**config.mk**
```make
export PLATFORM = sky130hd
export DESIGN_NAME = first_fit_slot_allocator_core_flat
export DESIGN_NICKNAME = d
export VERILOG_FILES = /design/src/ffsa_pkg.sv /design/src/ffsa_req_if.sv /design/src/ffsa_rsp_if.sv /design/src/first_fit_slot_allocator_core.sv /design/src/ffsa_first_free.sv /design/src/flat_wrapper.sv
export SDC_FILE = /design/constraint.sdc
export NUM_CORES = 1
export LEC_CHECK = 0
export ABC_AREA = 0
export BUFFER_PORTS_ARGS = -buffer_cell sky130_fd_sc_hd__buf_4
export CAP_MARGIN = 20
export CORE_ASPECT_RATIO = 0.8
export CORE_MARGIN = 3
export CORE_UTILIZATION = 59
export CTS_CLUSTER_DIAMETER = 50
export DETAILED_ROUTE_END_ITERATION = 8
export PLACE_DENSITY = 0.81
export RECOVER_POWER = 100
export SLEW_MARGIN = 30
export SYNTH_ARGS = -nofsm -noshare
export SYNTH_HDL_FRONTEND = slang
export SYNTH_SLANG_ARGS = --single-unit
```
**constraint.sdc**
```tcl
create_clock -name clock -period 4.85 [get_ports clock]
set_input_delay 0.97 -clock clock [delete_from_list [all_inputs] [get_ports clock]]
set_output_delay 0.97 -clock clock [all_outputs]
set_load 0.02 [all_outputs]
```
**src/ffsa_pkg.sv**
```systemverilog
// ----------------------------------------------------------------------------
// ffsa_pkg
// Shared types and constants of the first-fit slot allocator: field widths,
// request and status codes, and register map of the configuration port.
// ----------------------------------------------------------------------------
package ffsa_pkg;

   // pool size default
   localparam int NUM_SLOTS_DEFAULT = 64;

   // fixed field widths
   localparam int SLOT_W       = 6;
   localparam int USED_COUNT_W = 7;
   localparam int GC_THRESH_W  = 7;

   // configuration port
   localparam int CSR_ADDR_W = 3;
   localparam int CSR_DATA_W = 32;
   localparam int CSR_IDX_W  = CSR_ADDR_W - 2;

   localparam logic [CSR_IDX_W-1:0]   CSR_IDX_GC_LIMIT = CSR_IDX_W'(0);
   localparam logic [GC_THRESH_W-1:0] GC_LIMIT_RESET   = GC_THRESH_W'(64);

   typedef enum logic {
      OP_ALLOC = 1'b0,
      OP_FREE  = 1'b1
   } op_type;

   typedef enum logic [1:0] {
      ST_OK        = 2'd0,
      ST_OOM       = 2'd1,
      ST_NOT_ALLOC = 2'd2
   } status_type;

endpackage

```
**src/ffsa_req_if.sv**
```systemverilog
// ----------------------------------------------------------------------------
// ffsa_req_if
// Request channel: valid/ready handshake carrying one allocate or free request.
// ----------------------------------------------------------------------------
interface ffsa_req_if import ffsa_pkg::*; ();

   logic              valid;
   logic              ready;
   op_type            operation;
   logic [SLOT_W-1:0] slot_to_free;

   modport source (output valid, output operation, output slot_to_free, input ready);
   modport sink   (input valid, input operation, input slot_to_free, output ready);

endinterface

```
**src/ffsa_rsp_if.sv**
```systemverilog
// ----------------------------------------------------------------------------
// ffsa_rsp_if
// Result channel: valid/ready handshake carrying one allocator result.
// ----------------------------------------------------------------------------
interface ffsa_rsp_if import ffsa_pkg::*; ();

   logic                    valid;
   logic                    ready;
   status_type              status;
   logic [SLOT_W-1:0]       granted_slot;
   logic [USED_COUNT_W-1:0] used_count;
   logic                    threshold_reached;

   modport source (output valid, output status, output granted_slot,
                   output used_count, output threshold_reached, input ready);
   modport sink   (input valid, input status, input granted_slot,
                   input used_count, input threshold_reached, output ready);

endinterface

```
**src/first_fit_slot_allocator_core.sv**
```systemverilog
// Path: a request transfer is loaded into the input register, and its result then into the
//   result register, which presents it (input register, then result register).
// Throughput: 1 request per cycle unless a held result stalls; the bitmap lookup, update and
//   count step of one request sit between the input register and the result register.
// Reset: synchronous, active high; every slot free, count zero, threshold 64.
// ----------------------------------------------------------------------------
// first_fit_slot_allocator_core
// Fixed pool allocator: allocate grants the lowest free slot, free releases a
// named slot; each result carries status, used count and a threshold flag.
// ----------------------------------------------------------------------------
module first_fit_slot_allocator_core import ffsa_pkg::*; #(
   parameter int NUM_SLOTS = NUM_SLOTS_DEFAULT
) (
   input  logic                  clock,
   input  logic                  reset,
   ffsa_req_if.sink              req_chan,
   ffsa_rsp_if.source            rsp_chan,
   input  logic                  psel,
   input  logic                  penable,
   input  logic                  pwrite,
   input  logic [CSR_ADDR_W-1:0] paddr,
   input  logic [CSR_DATA_W-1:0] pwdata,
   output logic [CSR_DATA_W-1:0] prdata,
   output logic                  pready
);

   localparam int IDX_W = (NUM_SLOTS > 1) ? $clog2(NUM_SLOTS) : 1;
   localparam int CNT_W = $clog2(NUM_SLOTS + 1);
   localparam int CMP_W = (CNT_W > GC_THRESH_W) ? CNT_W : GC_THRESH_W;

   // ------------------------------------------------------------------
   // Configuration register
   // ------------------------------------------------------------------
   logic [GC_THRESH_W-1:0] gc_limit_ff, gc_limit_in;
   logic                   csr_write;
   logic [CSR_IDX_W-1:0]   csr_idx;

   assign pready    = 1'b1;
   assign csr_idx   = paddr[CSR_ADDR_W-1:2];
   assign csr_write = psel && penable && pwrite && pready;

   always_comb begin
      gc_limit_in = gc_limit_ff;
      if (csr_write && (csr_idx == CSR_IDX_GC_LIMIT)) begin
         gc_limit_in = pwdata[GC_THRESH_W-1:0];
      end
   end

   // read back; unmapped addresses read zero
   always_comb begin
      prdata = '0;
      if (csr_idx == CSR_IDX_GC_LIMIT) begin
         prdata = CSR_DATA_W'(gc_limit_ff);
      end
   end

   // ------------------------------------------------------------------
   // Input register
   // ------------------------------------------------------------------
   logic              in_valid_ff, in_valid_in;
   op_type            in_op_ff, in_op_in;
   logic [SLOT_W-1:0] in_slot_ff, in_slot_in;
   logic              advance;
   logic              req_take;

   // process the held request whenever the result register is free or draining
   assign advance        = in_valid_ff && (!rsp_chan.valid || rsp_chan.ready);
   assign req_chan.ready = !in_valid_ff || advance;
   assign req_take       = req_chan.valid && req_chan.ready;

   always_comb begin
      in_valid_in = in_valid_ff;
      in_op_in    = in_op_ff;
      in_slot_in  = in_slot_ff;
      if (advance) begin
         in_valid_in = 1'b0;
      end
      if (req_take) begin
         in_valid_in = 1'b1;
         in_op_in    = req_chan.operation;
         in_slot_in  = req_chan.slot_to_free;
      end
   end

   // ------------------------------------------------------------------
   // Allocator state and request evaluation
   // ------------------------------------------------------------------
   logic [NUM_SLOTS-1:0] slot_used_map_ff, slot_used_map_in;
   logic [CNT_W-1:0]     slots_in_use_ff, slots_in_use_in;

   logic                 alloc_found;
   logic [IDX_W-1:0]     alloc_idx;
   logic [IDX_W-1:0]     free_idx;
   logic                 free_in_range;
   logic                 free_hit;
   status_type           eval_status;
   logic [IDX_W-1:0]     eval_grant;

   ffsa_first_free #(
      .NUM_SLOTS (NUM_SLOTS)
   ) u_first_free (
      .used_map  (slot_used_map_ff),
      .found     (alloc_found),
      .first_idx (alloc_idx)
   );

   assign free_idx      = IDX_W'(in_slot_ff);
   // indexes past the pool count as never allocated
   assign free_in_range = (32'(in_slot_ff) < 32'(NUM_SLOTS));
   assign free_hit      = free_in_range && slot_used_map_ff[free_idx];

   always_comb begin
      slot_used_map_in = slot_used_map_ff;
      slots_in_use_in  = slots_in_use_ff;
      eval_status      = ST_OK;
      eval_grant       = '0;
      if (in_op_ff == OP_ALLOC) begin
         if (alloc_found) begin
            eval_grant = alloc_idx;
         end else begin
            eval_status = ST_OOM;
         end
      end else begin
         if (!free_hit) begin
            eval_status = ST_NOT_ALLOC;
         end
      end
      // commit only when the request moves into the result register
      if (advance && (eval_status == ST_OK)) begin
         if (in_op_ff == OP_ALLOC) begin
            slot_used_map_in = slot_used_map_ff | (NUM_SLOTS'(1) << alloc_idx);
            slots_in_use_in  = slots_in_use_ff + CNT_W'(1);
         end else begin
            slot_used_map_in = slot_used_map_ff & ~(NUM_SLOTS'(1) << free_idx);
            slots_in_use_in  = slots_in_use_ff - CNT_W'(1);
         end
      end
   end

   // ------------------------------------------------------------------
   // Result register
   // ------------------------------------------------------------------
   logic                    rsp_valid_ff, rsp_valid_in;
   status_type              rsp_status_ff, rsp_status_in;
   logic [SLOT_W-1:0]       rsp_grant_ff, rsp_grant_in;
   logic [USED_COUNT_W-1:0] rsp_count_ff, rsp_count_in;
   logic                    rsp_thresh_ff, rsp_thresh_in;

   always_comb begin
      rsp_valid_in  = rsp_valid_ff;
      rsp_status_in = rsp_status_ff;
      rsp_grant_in  = rsp_grant_ff;
      rsp_count_in  = rsp_count_ff;
      rsp_thresh_in = rsp_thresh_ff;
      if (rsp_valid_ff && rsp_chan.ready) begin
         rsp_valid_in = 1'b0;
      end
      if (advance) begin
         rsp_valid_in  = 1'b1;
         rsp_status_in = eval_status;
         rsp_grant_in  = SLOT_W'(eval_grant);
         rsp_count_in  = USED_COUNT_W'(slots_in_use_in);
         rsp_thresh_in = (CMP_W'(slots_in_use_in) >= CMP_W'(gc_limit_ff));
      end
   end

   assign rsp_chan.valid             = rsp_valid_ff;
   assign rsp_chan.status            = rsp_status_ff;
   assign rsp_chan.granted_slot      = rsp_grant_ff;
   assign rsp_chan.used_count        = rsp_count_ff;
   assign rsp_chan.threshold_reached = rsp_thresh_ff;

   // ------------------------------------------------------------------
   // Registers
   // ------------------------------------------------------------------
   always_ff @(posedge clock) begin
      if (reset) begin
         gc_limit_ff      <= GC_LIMIT_RESET;
         in_valid_ff      <= 1'b0;
         rsp_valid_ff     <= 1'b0;
         slot_used_map_ff <= '0;
         slots_in_use_ff  <= '0;
      end else begin
         gc_limit_ff      <= gc_limit_in;
         in_valid_ff      <= in_valid_in;
         rsp_valid_ff     <= rsp_valid_in;
         slot_used_map_ff <= slot_used_map_in;
         slots_in_use_ff  <= slots_in_use_in;
      end
   end

   // payload: no reset
   always_ff @(posedge clock) begin
      in_op_ff      <= in_op_in;
      in_slot_ff    <= in_slot_in;
      rsp_status_ff <= rsp_status_in;
      rsp_grant_ff  <= rsp_grant_in;
      rsp_count_ff  <= rsp_count_in;
      rsp_thresh_ff <= rsp_thresh_in;
   end

   // ------------------------------------------------------------------
   // Assertions
   // ------------------------------------------------------------------
`ifndef SYNTH
   // count tracks the bitmap population
   a_count_matches_map: assert property (@(posedge clock) disable iff (reset)
      $countones(slot_used_map_ff) == 32'(slots_in_use_ff))
      else $error("slot count differs from bitmap population");

   // count never exceeds the pool
   a_count_bounded: assert property (@(posedge clock) disable iff (reset)
      32'(slots_in_use_ff) <= 32'(NUM_SLOTS))
      else $error("slot count exceeds pool size");

   // out of memory only reported with a full pool
   a_oom_only_full: assert property (@(posedge clock) disable iff (reset)
      (rsp_valid_ff && (rsp_status_ff == ST_OOM)) |-> (&slot_used_map_ff))
      else $error("out of memory reported with a free slot");
`endif

endmodule

```
**src/ffsa_first_free.sv**
```systemverilog
// ----------------------------------------------------------------------------
// ffsa_first_free
// Priority encoder: lowest free slot of the used-slot bitmap.
// ----------------------------------------------------------------------------
module ffsa_first_free import ffsa_pkg::*; #(
   parameter int NUM_SLOTS = NUM_SLOTS_DEFAULT,
   localparam int IDX_W    = (NUM_SLOTS > 1) ? $clog2(NUM_SLOTS) : 1
) (
   input  logic [NUM_SLOTS-1:0] used_map,
   output logic                 found,
   output logic [IDX_W-1:0]     first_idx
);

   logic [NUM_SLOTS-1:0] free_map;
   logic [NUM_SLOTS-1:0] lowest_onehot;

   // isolate the lowest set bit of the free map
   assign free_map      = ~used_map;
   assign lowest_onehot = free_map & (~free_map + NUM_SLOTS'(1));
   assign found         = |free_map;

   // one-hot to binary: OR of the indexes of set bits
   always_comb begin
      first_idx = '0;
      for (int i = 0; i < NUM_SLOTS; i++) begin
         if (lowest_onehot[i]) begin
            first_idx = first_idx | IDX_W'(i);
         end
      end
   end

endmodule
```
**src/flat_wrapper.sv**
```systemverilog
// flat-port wrapper written by rule: the top's interface ports become plain ports
module first_fit_slot_allocator_core_flat import ffsa_pkg::*;
#(
   parameter int NUM_SLOTS = NUM_SLOTS_DEFAULT
)
  (clock, reset, psel, penable, pwrite, paddr, pwdata, prdata, pready, req_chan_valid, req_chan_operation, req_chan_slot_to_free, req_chan_ready, rsp_chan_valid, rsp_chan_status, rsp_chan_granted_slot, rsp_chan_used_count, rsp_chan_threshold_reached, rsp_chan_ready);
  ffsa_req_if req_chan_i ();
  ffsa_rsp_if rsp_chan_i ();
  input  logic clock;
  input  logic reset;
  input  logic psel;
  input  logic penable;
  input  logic pwrite;
  input  logic [CSR_ADDR_W-1:0] paddr;
  input  logic [CSR_DATA_W-1:0] pwdata;
  output logic [CSR_DATA_W-1:0] prdata;
  output logic pready;
  input wire logic [$bits(req_chan_i.valid)-1:0] req_chan_valid;
  input wire logic [$bits(req_chan_i.operation)-1:0] req_chan_operation;
  input wire logic [$bits(req_chan_i.slot_to_free)-1:0] req_chan_slot_to_free;
  output wire logic [$bits(req_chan_i.ready)-1:0] req_chan_ready;
  output wire logic [$bits(rsp_chan_i.valid)-1:0] rsp_chan_valid;
  output wire logic [$bits(rsp_chan_i.status)-1:0] rsp_chan_status;
  output wire logic [$bits(rsp_chan_i.granted_slot)-1:0] rsp_chan_granted_slot;
  output wire logic [$bits(rsp_chan_i.used_count)-1:0] rsp_chan_used_count;
  output wire logic [$bits(rsp_chan_i.threshold_reached)-1:0] rsp_chan_threshold_reached;
  input wire logic [$bits(rsp_chan_i.ready)-1:0] rsp_chan_ready;
  assign req_chan_i.valid = req_chan_valid;
  assign req_chan_i.operation = req_chan_operation;
  assign req_chan_i.slot_to_free = req_chan_slot_to_free;
  assign req_chan_ready = req_chan_i.ready;
  assign rsp_chan_valid = rsp_chan_i.valid;
  assign rsp_chan_status = rsp_chan_i.status;
  assign rsp_chan_granted_slot = rsp_chan_i.granted_slot;
  assign rsp_chan_used_count = rsp_chan_i.used_count;
  assign rsp_chan_threshold_reached = rsp_chan_i.threshold_reached;
  assign rsp_chan_i.ready = rsp_chan_ready;
  first_fit_slot_allocator_core #(.NUM_SLOTS(NUM_SLOTS)) u_core (.clock(clock), .reset(reset), .req_chan(req_chan_i), .rsp_chan(rsp_chan_i), .psel(psel), .penable(penable), .pwrite(pwrite), .paddr(paddr), .pwdata(pwdata), .prdata(prdata), .pready(pready));
endmodule
```
==> results.toml, run 1 <==
[status]
run_status = "complete, but fails checks"
violations = "capacitance limit, slew limit"

[critical_path]
crit_required_ps = 4960
crit_chain = "mux4_2, mux2i_1, o2111a_1, o32ai_1, nor2_1, or2_2, mux2_1, ha_1, a21o_1, a21o_1, a21o_1, a21oi_1, nor2b_1, o21ai_0, nand2b_1"
reg2reg_to = "u_core.rsp_chan.threshold_reached"
r2r_setup_slack_ps = 360
reg2reg_depth = 15
endpoint_kind = "register"
cp_common_cell = "a21o_1"
cp.arrival_ps = 4610
rr_startpoint = "u_core.free_idx[2]"
worstSetupPathType = "reg -> reg"
slowest_stage = "edfxtp_1"
startpoint_type = "register"
critPathMaxFanout = 15
slowest_delay_ps = 730

[detailed_routing]
dr.max_layer_used = "met5"
met1_length_mm = 11.85
drc = 0
vias_per_cell = 7.351
drt-total-wl_mm = 30.37
drtAntennaViolNets = 0
dr_wl_met3_mm = 4.777
dr_wl_met2_mm = 12.39
wl_per_cell_um = 25.74
vias = 8674
firstDrtPassIters = 6
drt_iter0_markers = 1577

[power_and_ir_drop]
power_switching_mw = 0.5185
power-per-cell-area_nw_per_um2 = 215.2
cellInternalPower_mw = 1.325
combinationalPowerShare_pct = 10.1
leakage_nw = 2.764
swShare_pct = 28.13
ir_worst_vdd_mv = 0.2121
p_clk_share_pct = 40.5
seqPwrFrac_pct = 49.4

[timing]
hold_viol = 0
setup_viol = 0
final.min_clock_period_ps = 4493
slew_violations = 104
rsz0062_at_grt = "false"
clock.fmax_mhz = 222.6
slew-limit-headroom_pct = -23.74
post-route-period-util_pct = 92.64
fin_ws_ps = 356.8
fin_setup_tns_ps = 0
tightestPinTransition_ps = 1856
skew_ps = 14.23

[floorplan]
core_area_um2 = 12960
dieWidth_um = 135.2
fp-row-count = 37
io_pins = 100
die_area_um2 = 14790
start_util_pct = 60.79
dieHeight_um = 109.4

[clocking]
hold_buffers = 0
postCtsSetupBuffers = 0
cts_tree = "yes"
clock_sinks = 103
clkTransAtPathRegs_ps = 90
cts_resized = 0
htreeDepth = 3
cts_root_buffer = "clkbuf_16"
cts_inserted_buffers = 9
clockBufferDepth = 2
clock_latency_ps = 370

[hold_path]
holdPathStages = 1
min_from = "u_core.gc_limit_ff[6]"
min_to = "u_core.gc_limit_ff[6]"
hp-class = "reg -> reg"

[finish]
area_growth_pct = 8.717
final_util_pct = 66.09
fill_cells = 1106
drive_gt1_share_pct = 10.46
final_area_um2 = 8567
num-nets-final = 1061

[synthesis]
yosysSeqAreaShare_pct = 29.09
syn_avg_cell_area_um2 = 8.208
synthesis.area_um2 = 7880
synth_edf_count = 23
synth-main-ff-cell = "dfxtp_1"
async_flop_share_pct = 0
yosys_register_bits = 103
synthCells = 960
synth_cell_types = 89
yosysWarnings = 0

[flow_run]
cap_violations = 2

[placed_design]
placed_area_um2 = 8377
hpwl_mm = 22.59
port_buffers = 46
gp_congestion = 1.074
place_ws_ps = 330.5

[grt]
antenna_found_initial = 1
grt_max_degree = 87
gr-total-overflow = 0
grt_use_total_pct = 40.23
grt_pass1_vias = 7679
grt_pass1_wl_mm = 45.58
## power by group through the flow
stage          sequential [mW]  combinational, mW  clock (mW)
6_report                 0.911              0.186       0.746
3_3_place_gp             0.931              0.182           0
2_1_floorplan            0.934              0.136           0
5_1_grt                  0.913              0.201       0.778
4_1_cts                  0.912              0.189       0.748
3_5_place_dp             0.932              0.187           0
## registers in the layout, indices dropped and copies added (netlist names), 2 cells and up
| signal | flops |
|---|---|
| u_core.slot_used_map_ff | 64 |
| u_core.gc_limit_ff | 7 |
| u_core.rsp_chan.used_count | 7 |
| u_core.slots_in_use_ff | 7 |
| u_core.free_idx | 6 |
| u_core.rsp_chan.granted_slot | 6 |
| u_core.rsp_chan.status | 2 |
## cell type report
class	count	area [um2]	share of cell area (%)
antenna	1	2.502	0.02921
clock buffer	9	225.2	2.629
clock inverter	7	80.08	0.9347
inverter	23	86.33	1.008
multi-input combinational	783	5175	60.41
sequential	103	2292	26.76
tap	175	219.0	2.556
timing repair buffer	79	486.7	5.681
## worst max-delay path: cells and delay by family (launching register included)
kind / cells / cell delay, ps
AOI/OAI and AO/OA: 7 / 1720
DFF: 1 / 730
muxes: 3 / 760
adders and majority gates: 1 / 280
and+or+nand+nor: 4 / 730
## cell families after synthesis
logic type	synth area share, %
compound gates	22.45
other cells	0.09530
mux	6.145
fa+ha+maj	2.159
buf+inv	6.177
simple gates	33.11
flops	29.09
xor+xnor	0.7780
## cell usage after synthesis, types with 8 or more instances
master | n | area, um2
a21oi_1 | 19 | 95.09
and2_1 | 9 | 56.30
and3_1 | 13 | 81.33
and4_1 | 12 | 105.1
buf_2 | 16 | 80.08
buf_4 | 26 | 195.2
clkbuf_1 | 32 | 120.1
dfxtp_1 | 80 | 1602
edfxtp_1 | 23 | 690.7
ha_1 | 12 | 150.1
inv_1 | 23 | 86.33
mux2i_1 | 9 | 90.09
mux4_2 | 15 | 337.8
nand2_1 | 61 | 229.0
nand2b_1 | 14 | 87.58
nand3_1 | 49 | 245.2
nand3b_1 | 11 | 82.58
nand4_1 | 36 | 225.2
nand4b_1 | 9 | 78.83
nor2_1 | 66 | 247.7
nor2b_1 | 75 | 469.2
nor3_1 | 30 | 150.1
nor4_1 | 20 | 125.1
o21ai_0 | 91 | 455.4
o21ai_1 | 8 | 40.04
o31ai_1 | 50 | 375.4
or4_1 | 11 | 82.58
## cell usage in the layout, fill, tap and decap left out, drive strengths merged, types with 39 or more instances in the layout
cell type,synthesis,layout
nor2b,75,75
nor2,66,66
o21ai,99,99
clkbuf,33,49
nand4,39,39
o31ai,54,54
buf,42,39
dfxtp,80,80
nand2,62,62
nand3,52,52
## layer usage
layer	vias up	GRT usage, %
met5	-	3.125
met4	2	15.11
met3	140	12.95
met2	786	56.39
met1	4018	57.44
li1	3728	-
## through the flow
stage	hold WS, ps	power, mW	instances
3_5_place_dp	451.1	1.119	1162
5_1_grt	483.7	1.892	1179
4_1_cts	468.5	1.849	1178
2_1_floorplan	435.4	1.070	984
6_report	470.8	1.843	1180
3_3_place_gp	443.8	1.113	1162
## how the worst max path moves through the flow
stage	start	end	slack [ps]	cells after the start
3_3_place_gp	u_core.free_idx[1]	u_core.rsp_chan.threshold_reached	420	16
6_report	u_core.free_idx[2]	u_core.rsp_chan.threshold_reached	360	15
4_1_cts	u_core.free_idx[1]	u_core.rsp_chan.threshold_reached	280	17
2_1_floorplan	rsp_chan_ready	u_core.rsp_chan.threshold_reached	620	13
3_5_place_dp	u_core.free_idx[1]	u_core.rsp_chan.threshold_reached	330	16
5_1_grt	u_core.free_idx[2]	u_core.rsp_chan.threshold_reached	100	15
Power figures use the tool's default switching activity.
==> run 2, diff against run 1 <==
--- a/config.mk
+++ b/config.mk
@@ -10,10 +10,9 @@
 export CAP_MARGIN = 20
 export CORE_ASPECT_RATIO = 0.8
 export CORE_MARGIN = 3
-export CORE_UTILIZATION = 59
+export CORE_UTILIZATION = 30
 export CTS_CLUSTER_DIAMETER = 50
 export DETAILED_ROUTE_END_ITERATION = 8
-export PLACE_DENSITY = 0.81
 export RECOVER_POWER = 100
 export SLEW_MARGIN = 30
 export SYNTH_ARGS = -nofsm -noshare
==> constraint.sdc (replaced) <==
create_clock -name clock -period 4.85 [get_ports clock]
set_input_delay 0.97 -clock clock [delete_from_list [all_inputs] [get_ports clock]]
set_output_delay 0.97 -clock clock [all_outputs]
set_load 0.1 [all_outputs]
==> results.toml, run 2 (synthesis gave the netlist of run 1 again) <==
[timing]
fin_setup_tns_ps = 0
setup_viol = 0
rsz0062_at_grt = "false"
hold_viol = 0
tightestPinTransition_ps = 1849
slew_violations = 87
final.min_clock_period_ps = 4645
post-route-period-util_pct = 95.77
slew-limit-headroom_pct = -23.29
skew_ps = 8.220
clock.fmax_mhz = 215.3

[clocking]
clockBufferDepth = 2
postCtsSetupBuffers = 0
cts_resized = 0
clock_latency_ps = 360
hold_buffers = 0
cts_root_buffer = "clkbuf_16"
cts_inserted_buffers = 9
clock_sinks = 103
htreeDepth = 3
clkTransAtPathRegs_ps = 80
cts_tree = "yes"

[power_and_ir_drop]
power-per-cell-area_nw_per_um2 = 224.2
ir_worst_vdd_mv = 0.1884
leakage_nw = 2.897

[hold_path]
holdPathStages = 1
hp-class = "reg -> reg"
min_to = "u_core.gc_limit_ff[6]"
min_from = "u_core.gc_limit_ff[6]"

[floorplan]
dieHeight_um = 151.0
io_pins = 100
fp-row-count = 52
die_area_um2 = 28260
start_util_pct = 30.82
core_area_um2 = 25570
dieWidth_um = 187.2

[detailed_routing]
drc = 0
firstDrtPassIters = 6
vias = 8444
drt-total-wl_mm = 32.51
drtAntennaViolNets = 0
wl_per_cell_um = 23.56
drt_iter0_markers = 1507
vias_per_cell = 6.119

[critical_path]
startpoint_type = "register"
startpoint = "u_core.slot_used_map_ff[28]"
cp.arrival_ps = 4900
r2r_setup_slack_ps = 210
worstSetupPathType = "reg -> reg"
crit_required_ps = 5100
rr_startpoint = "u_core.slot_used_map_ff[28]"
reg2reg_to = "u_core.slot_used_map_ff[61]"
reg2reg_depth = 8
critPathMaxFanout = 12
endpoint_kind = "register"

[finish]
num_antenna_cells = 0
num-nets-final = 1086
area_growth_pct = 13.91
layoutNonFillerInstCount = 1380
largest_register_ffs = 64
mostFrequentLayoutCells = "o21ai_0, dfxtp_1, nor2b_1"
drive_gt1_share_pct = 12.63
final_common_cell = "o21ai_0"
top_register = "u_core.slot_used_map_ff"

[grt]
antenna_found_initial = 0
grt_pass1_vias = 7645
grt_pass1_wl_mm = 48.50
grt_max_degree = 87
gr-total-overflow = 0
grt_use_total_pct = 22.47

[flow_run]
cap_violations = 1

[placed_design]
hpwl_mm = 25.11
dp.cells = 1364
port_buffers = 46
gp_congestion = 0.9888

[status]
run_status = "complete, but fails checks"
violations = "capacitance limit, slew limit"
==> run 2: worst max-delay path by stage <==
stage | to | slack, ps | cells past startpoint
3_5_place_dp | u_core.rsp_chan.threshold_reached | 410 | 19
3_3_place_gp | u_core.rsp_chan.threshold_reached | 400 | 19
6_report | u_core.slot_used_map_ff[61] | 210 | 8
2_1_floorplan | u_core.rsp_chan.threshold_reached | 620 | 13
5_1_grt | u_core.slot_used_map_ff[60] | 40 | 8
4_1_cts | u_core.rsp_chan.threshold_reached | 350 | 19
==> run 2: final cells by class <==
type                       instances  area [um2]
timing repair buffer             104       661.9
fill                            2697       16590
tap                              351       439.2
multi-input combinational        783        5175
clock buffer                      10       250.2
inverter                          23       86.33
sequential                       103        2292
clock inverter                     6       71.32
==> run 2: report_power, final <==
group / switching [mW] / internal (mW) / leakage [nW]
sequential: 0.0188 / 0.895 / 0.865
clock: 0.355 / 0.438 / 0.151
combinational: 0.243 / 0.0620 / 1.88
total: 0.617 / 1.39 / 2.90
==> run 2: worst max-delay path, stage by stage (launching register included) <==
cell and delay (ps):
dfxtp_1 650, nand2_1 260, nor3_1 920, nand4_1 490
or4_1 610, and3_1 210, a41oi_1 500, or3b_1 590
o31ai_1 280
==> run 2: per-stage QoR <==
step / total power [mW] / area, um2 / setup slack (ps) / hold WS (ps) / utilization (%)
3_5_place_dp: 1.248 / 8797 / 414.9 / 459.6 / 34.41
5_1_grt: 2.081 / 8976 / 42.39 / 512.0 / 35.10
6_report: 2.012 / 8976 / 205.3 / 485.8 / 35.10
2_1_floorplan: 1.193 / 7970 / 618.3 / 435.4 / -
4_1_cts: 2.034 / 9119 / 353.0 / 487.4 / 35.66
3_3_place_gp: 1.247 / 8792 / 400.3 / 448.8 / 34.39
==> run 2: layer usage <==
metal | share of wire [%] | track usage [%]
met5 | 0 | 0
met4 | 2.4 | 6.385
met3 | 14 | 6.918
met2 | 39 | 30.64
met1 | 45 | 33.57
